<file path="src/hw/rtl/tlsi_pkg.sv">
// Package for the text line start indexer.
// Holds the record types, character codes and register reset value.
// No dependencies.
`timescale 1ns / 1ps

package tlsi_pkg;

  localparam int REC_COUNT_MAX = 3;

  // Character codes that end a line
  localparam logic [20:0] CP_LF  = 21'h00000A;
  localparam logic [20:0] CP_VT  = 21'h00000B;
  localparam logic [20:0] CP_FF  = 21'h00000C;
  localparam logic [20:0] CP_CR  = 21'h00000D;
  localparam logic [20:0] CP_NEL = 21'h000085;
  localparam logic [20:0] CP_LS  = 21'h002028;
  localparam logic [20:0] CP_PS  = 21'h002029;

  localparam logic [15:0] MAX_LINE_CHARS_RST = 16'd128;

  // One output record
  typedef struct packed {
    logic        last_result;
    logic        end_marker;
    logic [23:0] start_char;
    logic [23:0] start_byte;
    logic [23:0] line_number;
  } rec_t;

  // Records produced by one input transaction, slot 0 goes out first
  typedef struct packed {
    logic [1:0]       count;
    rec_t [2:0]       rec;
  } load_t;

endpackage

</file>
<file path="src/hw/rtl/text_line_start_indexer.sv">
// Text line start indexer: one decoded character per cycle in, line start records out.
// A record appears at the output in the cycle after the character transaction that causes it.
// Throughput is one character per cycle while out_tready holds; a character causing two or
// three records (last character of a document) holds off the next character while the queue
// drains, and also while out_tready is low.
// Reset is synchronous, active low: counters and queue clear, max_line_chars returns to 128.
// Depends on tlsi_pkg, tlsi_core and tlsi_outq.
`timescale 1ns / 1ps

module text_line_start_indexer #(
  parameter int OFFSET_BITS = 24
) (
  input  logic        clk,
  input  logic        rst_n,
  input  logic        in_tvalid,
  output logic        in_tready,
  input  logic [23:0] in_tdata,    // code_point[20:0], byte_len[23:21]
  input  logic        in_tlast,    // last
  output logic        out_tvalid,
  input  logic        out_tready,
  output logic [71:0] out_tdata,   // line_number[23:0], start_byte[47:24], start_char[71:48]
  output logic        out_tuser,   // end_marker
  output logic        out_tlast,   // last_result
  input  logic        cfg_wr_en,
  input  logic [15:0] cfg_wr_data
);
  import tlsi_pkg::*;

  logic  accept;
  load_t ld;
  rec_t  head;

  assign accept = in_tvalid && in_tready;

  tlsi_core #(
    .OFFSET_BITS (OFFSET_BITS)
  ) u_core (
    .clk         (clk),
    .rst_n       (rst_n),
    .accept      (accept),
    .code_point  (in_tdata[20:0]),
    .byte_len    (in_tdata[23:21]),
    .last        (in_tlast),
    .cfg_wr_en   (cfg_wr_en),
    .cfg_wr_data (cfg_wr_data),
    .ld          (ld)
  );

  tlsi_outq u_outq (
    .clk        (clk),
    .rst_n      (rst_n),
    .load       (accept),
    .ld         (ld),
    .out_tready (out_tready),
    .out_tvalid (out_tvalid),
    .head       (head),
    .can_load   (in_tready)
  );

  // Output packing
  assign out_tdata = {head.start_char, head.start_byte, head.line_number};
  assign out_tuser = head.end_marker;
  assign out_tlast = head.last_result;

endmodule

</file>
<file path="src/hw/rtl/tlsi_core.sv">
// Line tracking core: position counters, line end detection and record build.
// Depends on tlsi_pkg.
`timescale 1ns / 1ps

module tlsi_core #(
  parameter int OFFSET_BITS = 24
) (
  input  logic                clk,
  input  logic                rst_n,
  input  logic                accept,
  input  logic [20:0]         code_point,
  input  logic [2:0]          byte_len,
  input  logic                last,
  input  logic                cfg_wr_en,
  input  logic [15:0]         cfg_wr_data,
  output tlsi_pkg::load_t     ld
);
  import tlsi_pkg::*;

  localparam int W  = OFFSET_BITS;
  localparam int CW = (W > 16) ? W : 16;

  logic [W-1:0] byte_pos_r, byte_pos_nxt;
  logic [W-1:0] char_pos_r, char_pos_nxt;
  logic [W-1:0] line_byte_r, line_byte_nxt;
  logic [W-1:0] line_char_r, line_char_nxt;
  logic [W-1:0] lines_r, lines_nxt;
  logic         after_cr_r, after_cr_nxt;
  logic [15:0]  max_chars_r;

  logic [W:0]   byte_sum, char_sum, lines_sum1, lines_sum2;
  logic [W-1:0] byte_new, char_new, lines1, lines2, line_byte1, line_char1;
  logic [W-1:0] line_len;
  logic         is_cr, is_term, crlf, forced, close;
  rec_t         rec_close, rec_final, rec_end;

  // Saturating position updates
  always_comb begin
    byte_sum = {1'b0, byte_pos_r} + {{(W-2){1'b0}}, byte_len};
    byte_new = byte_sum[W] ? {W{1'b1}} : byte_sum[W-1:0];
    char_sum = {1'b0, char_pos_r} + (W+1)'(1);
    char_new = char_sum[W] ? {W{1'b1}} : char_sum[W-1:0];
  end

  // Line end classification
  always_comb begin
    is_cr    = (code_point == CP_CR);
    is_term  = (code_point == CP_LF) || (code_point == CP_VT) || (code_point == CP_FF) ||
               (code_point == CP_NEL) || (code_point == CP_LS) || (code_point == CP_PS);
    crlf     = after_cr_r && (code_point == CP_LF);
    line_len = char_new - line_char_r;
    forced   = CW'(line_len) > CW'(max_chars_r);
    close    = !crlf && (is_cr || is_term || forced);
  end

  // Line bookkeeping after this character
  always_comb begin
    lines_sum1 = {1'b0, lines_r} + (W+1)'(1);
    lines1     = close ? (lines_sum1[W] ? {W{1'b1}} : lines_sum1[W-1:0]) : lines_r;
    lines_sum2 = {1'b0, lines1} + (W+1)'(1);
    lines2     = lines_sum2[W] ? {W{1'b1}} : lines_sum2[W-1:0];
    line_byte1 = (close || crlf) ? byte_new : line_byte_r;
    line_char1 = (close || crlf) ? char_new : line_char_r;
  end

  // Record build
  always_comb begin
    rec_close = '{last_result: !last, end_marker: 1'b0, start_char: 24'(line_char_r),
                  start_byte: 24'(line_byte_r), line_number: 24'(lines_r)};
    rec_final = '{last_result: 1'b0, end_marker: 1'b0, start_char: 24'(line_char1),
                  start_byte: 24'(line_byte1), line_number: 24'(lines1)};
    rec_end   = '{last_result: 1'b1, end_marker: 1'b1, start_char: 24'(char_new),
                  start_byte: 24'(byte_new), line_number: 24'(lines2)};
    ld.rec   = '{rec_end, rec_end, rec_close};
    ld.count = 2'd0;
    if (last) begin
      if (close) begin
        ld.rec   = '{rec_end, rec_final, rec_close};
        ld.count = 2'd3;
      end else begin
        ld.rec   = '{rec_end, rec_end, rec_final};
        ld.count = 2'd2;
      end
    end else if (close) begin
      ld.count = 2'd1;
    end
  end

  // Next state: end of document returns everything to zero
  always_comb begin
    byte_pos_nxt  = byte_pos_r;
    char_pos_nxt  = char_pos_r;
    line_byte_nxt = line_byte_r;
    line_char_nxt = line_char_r;
    lines_nxt     = lines_r;
    after_cr_nxt  = after_cr_r;
    if (accept) begin
      if (last) begin
        byte_pos_nxt  = '0;
        char_pos_nxt  = '0;
        line_byte_nxt = '0;
        line_char_nxt = '0;
        lines_nxt     = '0;
        after_cr_nxt  = 1'b0;
      end else begin
        byte_pos_nxt  = byte_new;
        char_pos_nxt  = char_new;
        line_byte_nxt = line_byte1;
        line_char_nxt = line_char1;
        lines_nxt     = lines1;
        after_cr_nxt  = is_cr;
      end
    end
  end

  always_ff @(posedge clk) begin
    if (!rst_n) begin
      byte_pos_r  <= '0;
      char_pos_r  <= '0;
      line_byte_r <= '0;
      line_char_r <= '0;
      lines_r     <= '0;
      after_cr_r  <= 1'b0;
      max_chars_r <= MAX_LINE_CHARS_RST;
    end else begin
      byte_pos_r  <= byte_pos_nxt;
      char_pos_r  <= char_pos_nxt;
      line_byte_r <= line_byte_nxt;
      line_char_r <= line_char_nxt;
      lines_r     <= lines_nxt;
      after_cr_r  <= after_cr_nxt;
      if (cfg_wr_en) begin
        max_chars_r <= cfg_wr_data;
      end
    end
  end

endmodule

</file>
<file path="src/hw/rtl/tlsi_outq.sv">
// Three-slot record queue that serializes the records of one transaction.
// Depends on tlsi_pkg.
`timescale 1ns / 1ps

module tlsi_outq (
  input  logic            clk,
  input  logic            rst_n,
  input  logic            load,
  input  tlsi_pkg::load_t ld,
  input  logic            out_tready,
  output logic            out_tvalid,
  output tlsi_pkg::rec_t  head,
  output logic            can_load
);
  import tlsi_pkg::*;

  rec_t       rec_r   [REC_COUNT_MAX];
  rec_t       rec_nxt [REC_COUNT_MAX];
  logic [1:0] rem_r, rem_nxt;
  logic       pop;

  assign out_tvalid = (rem_r != 2'd0);
  assign head       = rec_r[0];
  assign pop        = out_tvalid && out_tready;
  // Free when empty, or once the last pending record leaves this cycle
  assign can_load   = (rem_r == 2'd0) || ((rem_r == 2'd1) && out_tready);

  // Load a new set, or shift toward slot 0 on each pop
  always_comb begin
    rec_nxt = rec_r;
    rem_nxt = rem_r;
    if (load) begin
      rec_nxt[0] = ld.rec[0];
      rec_nxt[1] = ld.rec[1];
      rec_nxt[2] = ld.rec[2];
      rem_nxt    = ld.count;
    end else if (pop) begin
      rec_nxt[0] = rec_r[1];
      rec_nxt[1] = rec_r[2];
      rem_nxt    = rem_r - 2'd1;
    end
  end

  always_ff @(posedge clk) begin
    if (!rst_n) begin
      rem_r <= 2'd0;
    end else begin
      rem_r <= rem_nxt;
    end
  end

  always_ff @(posedge clk) begin
    rec_r <= rec_nxt;
  end

endmodule

</file>
<file path="config.mk">
export PLATFORM = sky130hd
export DESIGN_NAME = text_line_start_indexer
export DESIGN_NICKNAME = d
export VERILOG_FILES = /design/src/hw/rtl/tlsi_pkg.sv /design/src/hw/rtl/text_line_start_indexer.sv /design/src/hw/rtl/tlsi_core.sv /design/src/hw/rtl/tlsi_outq.sv
export SDC_FILE = /design/constraint.sdc
export NUM_CORES = 1
export LEC_CHECK = 0
export ABC_AREA = 1
export BUFFER_PORTS_ARGS = -buffer_cell sky130_fd_sc_hd__buf_2
export CAP_MARGIN = 25
export CELL_PAD_IN_SITES_DETAIL_PLACEMENT = 0
export CELL_PAD_IN_SITES_GLOBAL_PLACEMENT = 2
export CORE_MARGIN = 4
export CORE_UTILIZATION = 39
export DETAILED_ROUTE_END_ITERATION = 8
export PLACE_DENSITY = 0.95
export SYNTH_ARGS = -nofsm -noshare
export SYNTH_HDL_FRONTEND = slang
export SYNTH_HIERARCHICAL = 1
export SYNTH_SLANG_ARGS = --single-unit
</file>
<file path="constraint.sdc">
create_clock -name clk -period 12 [get_ports clk]
set_input_delay 0 -clock clk [delete_from_list [all_inputs] [get_ports clk]]
set_output_delay 0 -clock clk [all_outputs]
set_load 0.02 [all_outputs]
</file>
# Word level (Yosys, flattened, before mapping)
# Cells that the tools add are included.
[op_classes] addsub=6 mux=21 n_eq_ne=8 n_lt_le_gt_ge=1 reduce_logical=19
[op_table] cell="$mux W148" count=2
[op_table] cell="$mux W24" count=12
[op_table] cell="$mux W223" count=1
[op_table] cell="$mux W220" count=1
[op_table] cell="$eq A21 B4 Y1 const B" count=4
[op_table] cell="$add A24 B1 Y25 const B" count=3
[op_table] cell="$eq A21 B14 Y1 const B" count=2
[op_table] cell="$add A24 B3 Y25" count=1
[op_table] cell="$gt A24 B16 Y1" count=1
[op_table] cell="$sub A24 B24 Y24" count=1
[op_table] cell="$eq A21 B8 Y1 const B" count=1
[op_table] cell="$logic_or A1 B1 Y1" count=9
[op_table] cell="$mux W2" count=3
[op_table] cell="$logic_and A1 B1 Y1" count=5
[op_table] cell="$reduce_bool A2 Y1" count=2
[op_table] cell="$eq A2 B1 Y1 const B" count=1
[op_table] cell="$logic_not A1 Y1" count=2
[op_table] cell="$logic_not A2 Y1" count=1
[op_table] cell="$mux W1" count=2
[op_table] cell="$sub A2 B1 Y2 const B" count=1
[totals] regBits=361 output_inout_bits=76

# Logic depth before layout (Yosys ltp)
[depth] ltp_word=15 ltp_mapped=46 ltp_nobuf=44

# Hierarchy
# Netlist, hierarchy kept.
[by_module_without_submodules] module="tlsi_core" area_per_inst_um2=11781.3 n_inst=1 cells_per_inst=2036
[by_module_without_submodules] module="tlsi_outq" area_per_inst_um2=9327.7 n_inst=1 cells_per_inst=800
[by_module_without_submodules] module="text_line_start_indexer" area_per_inst_um2=7.5 n_inst=1 cells_per_inst=2

# Worst setup path after synthesis
# No wires, ideal clock.
[synth_timing] kind="reg2reg" from="register u_outq.rem_r[0]" to="register u_outq.rec_r, in the netlist u_outq/head[0], enable pin" arrival_ps=5973 path_stages_with_launch=10 path_buffers=1 setup_ps=515 setup_slack_ps=5512 path_cell_list="dfxtp_1 > inv_1 > ha_1 > inv_1 > nand2_1 > nand2_1 > inv_1 > buf_4 > inv_4 > nand2_1"
[synth_rtl] item="start, declared" line_no="tlsi_outq.sv:19" rtl="logic [1:0] rem_r, rem_nxt;"
[synth_rtl] item="start signal, assigned" line_no="tlsi_outq.sv:48" rtl="rem_r <= rem_nxt;"
[synth_rtl] item="$reduce_bool A2 Y1" line_no="tlsi_outq.sv:22" rtl="assign out_tvalid = (rem_r != 2'd0);"
[synth_rtl] item="net out_tvalid" line_no="text_line_start_indexer.sv:19" rtl="output logic out_tvalid,"
[synth_rtl] item="$logic_and A1 B1 Y1" line_no="tlsi_outq.sv:24" rtl="assign pop = out_tvalid && out_tready;"
[synth_rtl] item="$reduce_bool A2 Y1 (no line)"
[synth_rtl] item="end signal, assigned" line_no="tlsi_outq.sv:53" rtl="rec_r <= rec_nxt;"
[synth_rtl] item="end, declared" line_no="tlsi_outq.sv:17" rtl="rec_t rec_r [REC_COUNT_MAX];"
# The timed path passes the listed nets, and every way through them passes these cells.
# A chain may end at the register's enable or synchronous reset.

==> results by group <==
Die
  • Core ar.: 53,700 um2
  • Die ar.: 57,900 um2
  • I/O pin count: 122
  • Die Y: about 240 um
  • Row count: 85
  • Die span in x: 241 um
  • Initial Utilization: 0.393

Synthesis
  • Synthesized instance count: 2,838
  • Syn Std Cell Area: 21,100 um2
  • Yosys reg bits: approximately 360
  • Synth unique cells: 47
  • Top post-synthesis cells by area: edfxtp_1 (32%), nand2_1 (20%), dfxtp_1 (13%)
  • Sequential share of the synthesized area: 0.447
  • Number of flops mapped to enable cells by yosys: 222
  • Area share of the largest cell type after synthesis: 0.316
  • Synth Warn #: 6
  • Average cell area after synthesis: 7.44 um2
  • Area leader, netlist: edfxtp_1
  • Asr flop ratio synth: 0
  • Main synth FF type: edfxtp_1

Setup path
  • CP startpoint: u_core/char_pos_r[1]$_SDFFE_PN0P_
  • R2r setup slk: about 4500 ps
  • Reg2Reg Depth: 41
  • CP Data Arrival Time: 7950 ps
  • R2R Path Start: u_core/char_pos_r[1]$_SDFFE_PN0P_
  • CP startpoint kind: flip-flop
  • CP required: 12,430 ps
  • Critical setup path kind: reg -> reg
  • CP bufs+invs: 5
  • Most frequent cell on the critical path: nand2_1
  • Worst r2r dst: u_outq/rec_r[82]$_DFFE_PP_
  • Worst path max stage delay: 490 ps
  • Worst setup EP type: flip-flop
  • Largest delay contributor family on the critical path: simple AND/OR/NAND/NOR gates
  • CP Depth: between 40 and 50
  • Critical path fanouts, max: 43
  • Slowest-stage cell, CP: buf_4
  • CP Capture Point: u_outq/rec_r[82]$_DFFE_PP_

Finish
  • Layout cell share with drive strength beyond 1: 0.0982
  • Sequential cell area: 9450 um2
  • Filler cell count: between 5,000 and 6,000
  • Final core occ: 0.435
  • Nets: 2,943
  • Multi-input gate area: 9360 um2
  • P&R area growth vs syn: 10.6%

Drt
  • Wire per inst: 16.2 um
  • DR pass1 iterations: 5
  • Initial DRC Count: about 1,100
  • Detail Route Antenna Nets: 0
  • Remaining DRCs: 0
  • Via count: 17,773
  • Final wirelength: 57,900 um
  • Via density: 4.96

Placed design
  • Routability congestion estimate: 0.913
  • Post-DP HPWL: approximately 40,000 um
  • Number of port buffers: 121

Global routing
  • Total global routing overflow: 0
  • Pin count of the biggest net entering global routing: 86
  • Vias in the first global route: roughly 17,000
  • GRT Total Usage: 0.199
  • First-pass GRT wire length: 92,600 um
  • Antenna violations before repair: 1

CTS
  • Clock latency on the worst-skew pair: 570 ps
  • Clock transition at path regs: about 60 ps
  • Max clock buf depth: 3
  • CTS Sinks: about 360
  • CTS tree: built
  • Postcts setup bufs: 0
  • Hold-fix buffers, CTS: 42
  • H-tree levels: 2
  • Clock Root Buffer: clkbuf_16
  • Cts bufs inserted: 44
  • Post-CTS Resized: 0

Timing
  • Skew final: 14.5 ps
  • Setup_tns: 0 ps
  • Hold slack: 53.9 ps
  • Final hold viol count: 0
  • Minimum clock period: around 7500 ps
  • Tcrit/Tclk final: 0.627
  • Final Max Tran Viols: 0
  • Achievable frequency: 133 MHz
  • Worst rel slew slack: 0.347
  • RSZ-0062 raised after global routing: false
  • Final Setup Violations: 0
  • Least-Margin Pin Slew: 980 ps

Pwr
  • LEAKAGE: between 10 and 15 nW
  • PD cells: ~240 nW/um2
  • Overall power: 0.00566 W
  • Maximum VDD drop: between 100 and 150 uV

Min path
  • HP Class: in -> reg

Status
  • Outcome: complete, no violations

Job
  • Max Cap Viol: 0
==> flip-flops by register name, indices dropped and copies added, names as in the netlist, 2 cells and up <==
signal / count
u_outq/rec_r: 148
u_outq/head: 74
u_core/byte_pos_r: 24
u_core/char_pos_r: 24
u_core/line_byte_r: 24
u_core/line_char_r: 24
u_core/lines_r: 24
u_core/max_chars_r: 16
u_outq/rem_r: 2
==> stage by stage <==
stage / setup WS, ps / cell area (um2) / std cells
floorplan: 5510 / 21100 / 2839
CTS: 4420 / 23400 / 3579
global route: 3520 / 23400 / 3579
global placement: 4590 / 21400 / 3453
finish: 4480 / 23400 / 3580
detailed placement: 4470 / 21500 / 3456
==> cell usage in the layout, fill, tap and decap left out, drive strengths merged, types with 2 or more instances in the layout <==
| cell | Yosys | layout |
|---|---|---|
| nand2 | 1133 | 1133 |
| inv | 262 | 264 |
| edfxtp | 222 | 222 |
| nor2 | 183 | 183 |
| a21oi | 170 | 170 |
| buf | 133 | 140 |
| dfxtp | 139 | 139 |
| o21ai | 137 | 137 |
| nand3 | 136 | 136 |
| clkbuf | 86 | 54 |
| ha | 47 | 47 |
| xor2 | 44 | 44 |
| dlygate4sd3 | 0 | 42 |
| nor3 | 35 | 35 |
| o211ai | 25 | 25 |
| nand4 | 24 | 24 |
| clkinv | 3 | 20 |
| xnor2 | 14 | 14 |
| or2 | 14 | 14 |
| nor4 | 8 | 8 |
| a31oi | 6 | 6 |
| bufinv | 0 | 4 |
| clkinvlp | 0 | 4 |
| nor3b | 3 | 3 |
| conb | 2 | 3 |
| and2 | 2 | 2 |
| o21bai | 2 | 2 |
| nand3b | 2 | 2 |
| fa | 2 | 2 |
==> worst min path at each step <==
| stage | cells after the start | slack (ps) | endpoint | from |
|---|---|---|---|---|
| global route | 4 | 100 | u_outq/rec_r[25]$_DFFE_PP_ | in_tdata[22] |
| floorplan | 1 | 110 | u_core/max_chars_r[7]$_SDFFE_PN1P_ | cfg_wr_en |
| global placement | 3 | 220 | u_core/max_chars_r[0]$_SDFFE_PN0P_ | cfg_wr_data[0] |
| detailed placement | 3 | 220 | u_core/max_chars_r[7]$_SDFFE_PN1P_ | cfg_wr_data[7] |
| finish | 6 | 50 | u_core/byte_pos_r[1]$_SDFFE_PN0P_ | in_tdata[22] |
| CTS | 6 | 10 | u_core/byte_pos_r[1]$_SDFFE_PN0P_ | in_tdata[22] |
==> cell usage after synthesis (44+ instances only) <==
cell type,number
clkbuf_1,86
inv_1,257
xor2_1,44
edfxtp_1,222
o21ai_0,120
dfxtp_1,139
nand3_1,117
ha_1,47
buf_4,94
nand2_1,1118
nor2_1,167
a21oi_1,170
==> metal layers <==
metal / vias up / part of all wire / global-route usage
li1: 9042 / - / -
met1: 8252 / 0.45 / 0.262
met2: 391 / 0.47 / 0.339
met3: 88 / 0.048 / 0.0325
met4: 0 / 0.027 / 0.0570
met5: - / 0 / 0
==> worst register-to-register path: cells and delay by family (launching register included) <==
| kind | cells | cell delay (ps) |
|---|---|---|
| XOR/XNOR | 1 | 100 |
| adder cells (fa/ha/maj) | 4 | 1040 |
| AND/OR/NAND/NOR | 29 | 4170 |
| AO/OA/AOI/OAI | 2 | 300 |
| buffers and inverters | 5 | 1360 |
| flip-flops | 1 | 380 |
==> report_power, final <==
| part | internal (W) | switching [W] | leakage, nW |
|---|---|---|---|
| Sequential | 0.00184 | 0.000109 | 3.33 |
| Combinational | 0.000623 | 0.00175 | 6.26 |
| Clock | 0.000792 | 0.000548 | 0.696 |
| Total | 0.00326 | 0.00240 | 10.3 |
==> layout make-up <==
cell class | count | share of cell area
diodes | 1 | 0.000107
clock buffers | 54 | 0.0509
clock inverters | 27 | 0.0109
inverters | 265 | 0.0433
multi-input cells | 1994 | 0.401
flip-flops and latches | 361 | 0.404
well taps | 696 | 0.0373
repair buffers | 182 | 0.0523
==> kinds of logic (layout without fill, tap and decap cells) <==
kind of cell / count (synthesis) / after routing / share of synthesized area
and+or+nand+nor: 1542 / 1542 / 0.303
buffers and inverters: 484 / 528 / 0.110
DFF: 361 / 361 / 0.447
AOI/OAI and AO/OA: 342 / 342 / 0.0849
xor gates and xnor gates: 58 / 58 / 0.0241
adders and majority gates: 49 / 49 / 0.0297
other: 2 / 4 / 0.000356
Power figures use the tool's default switching activity.
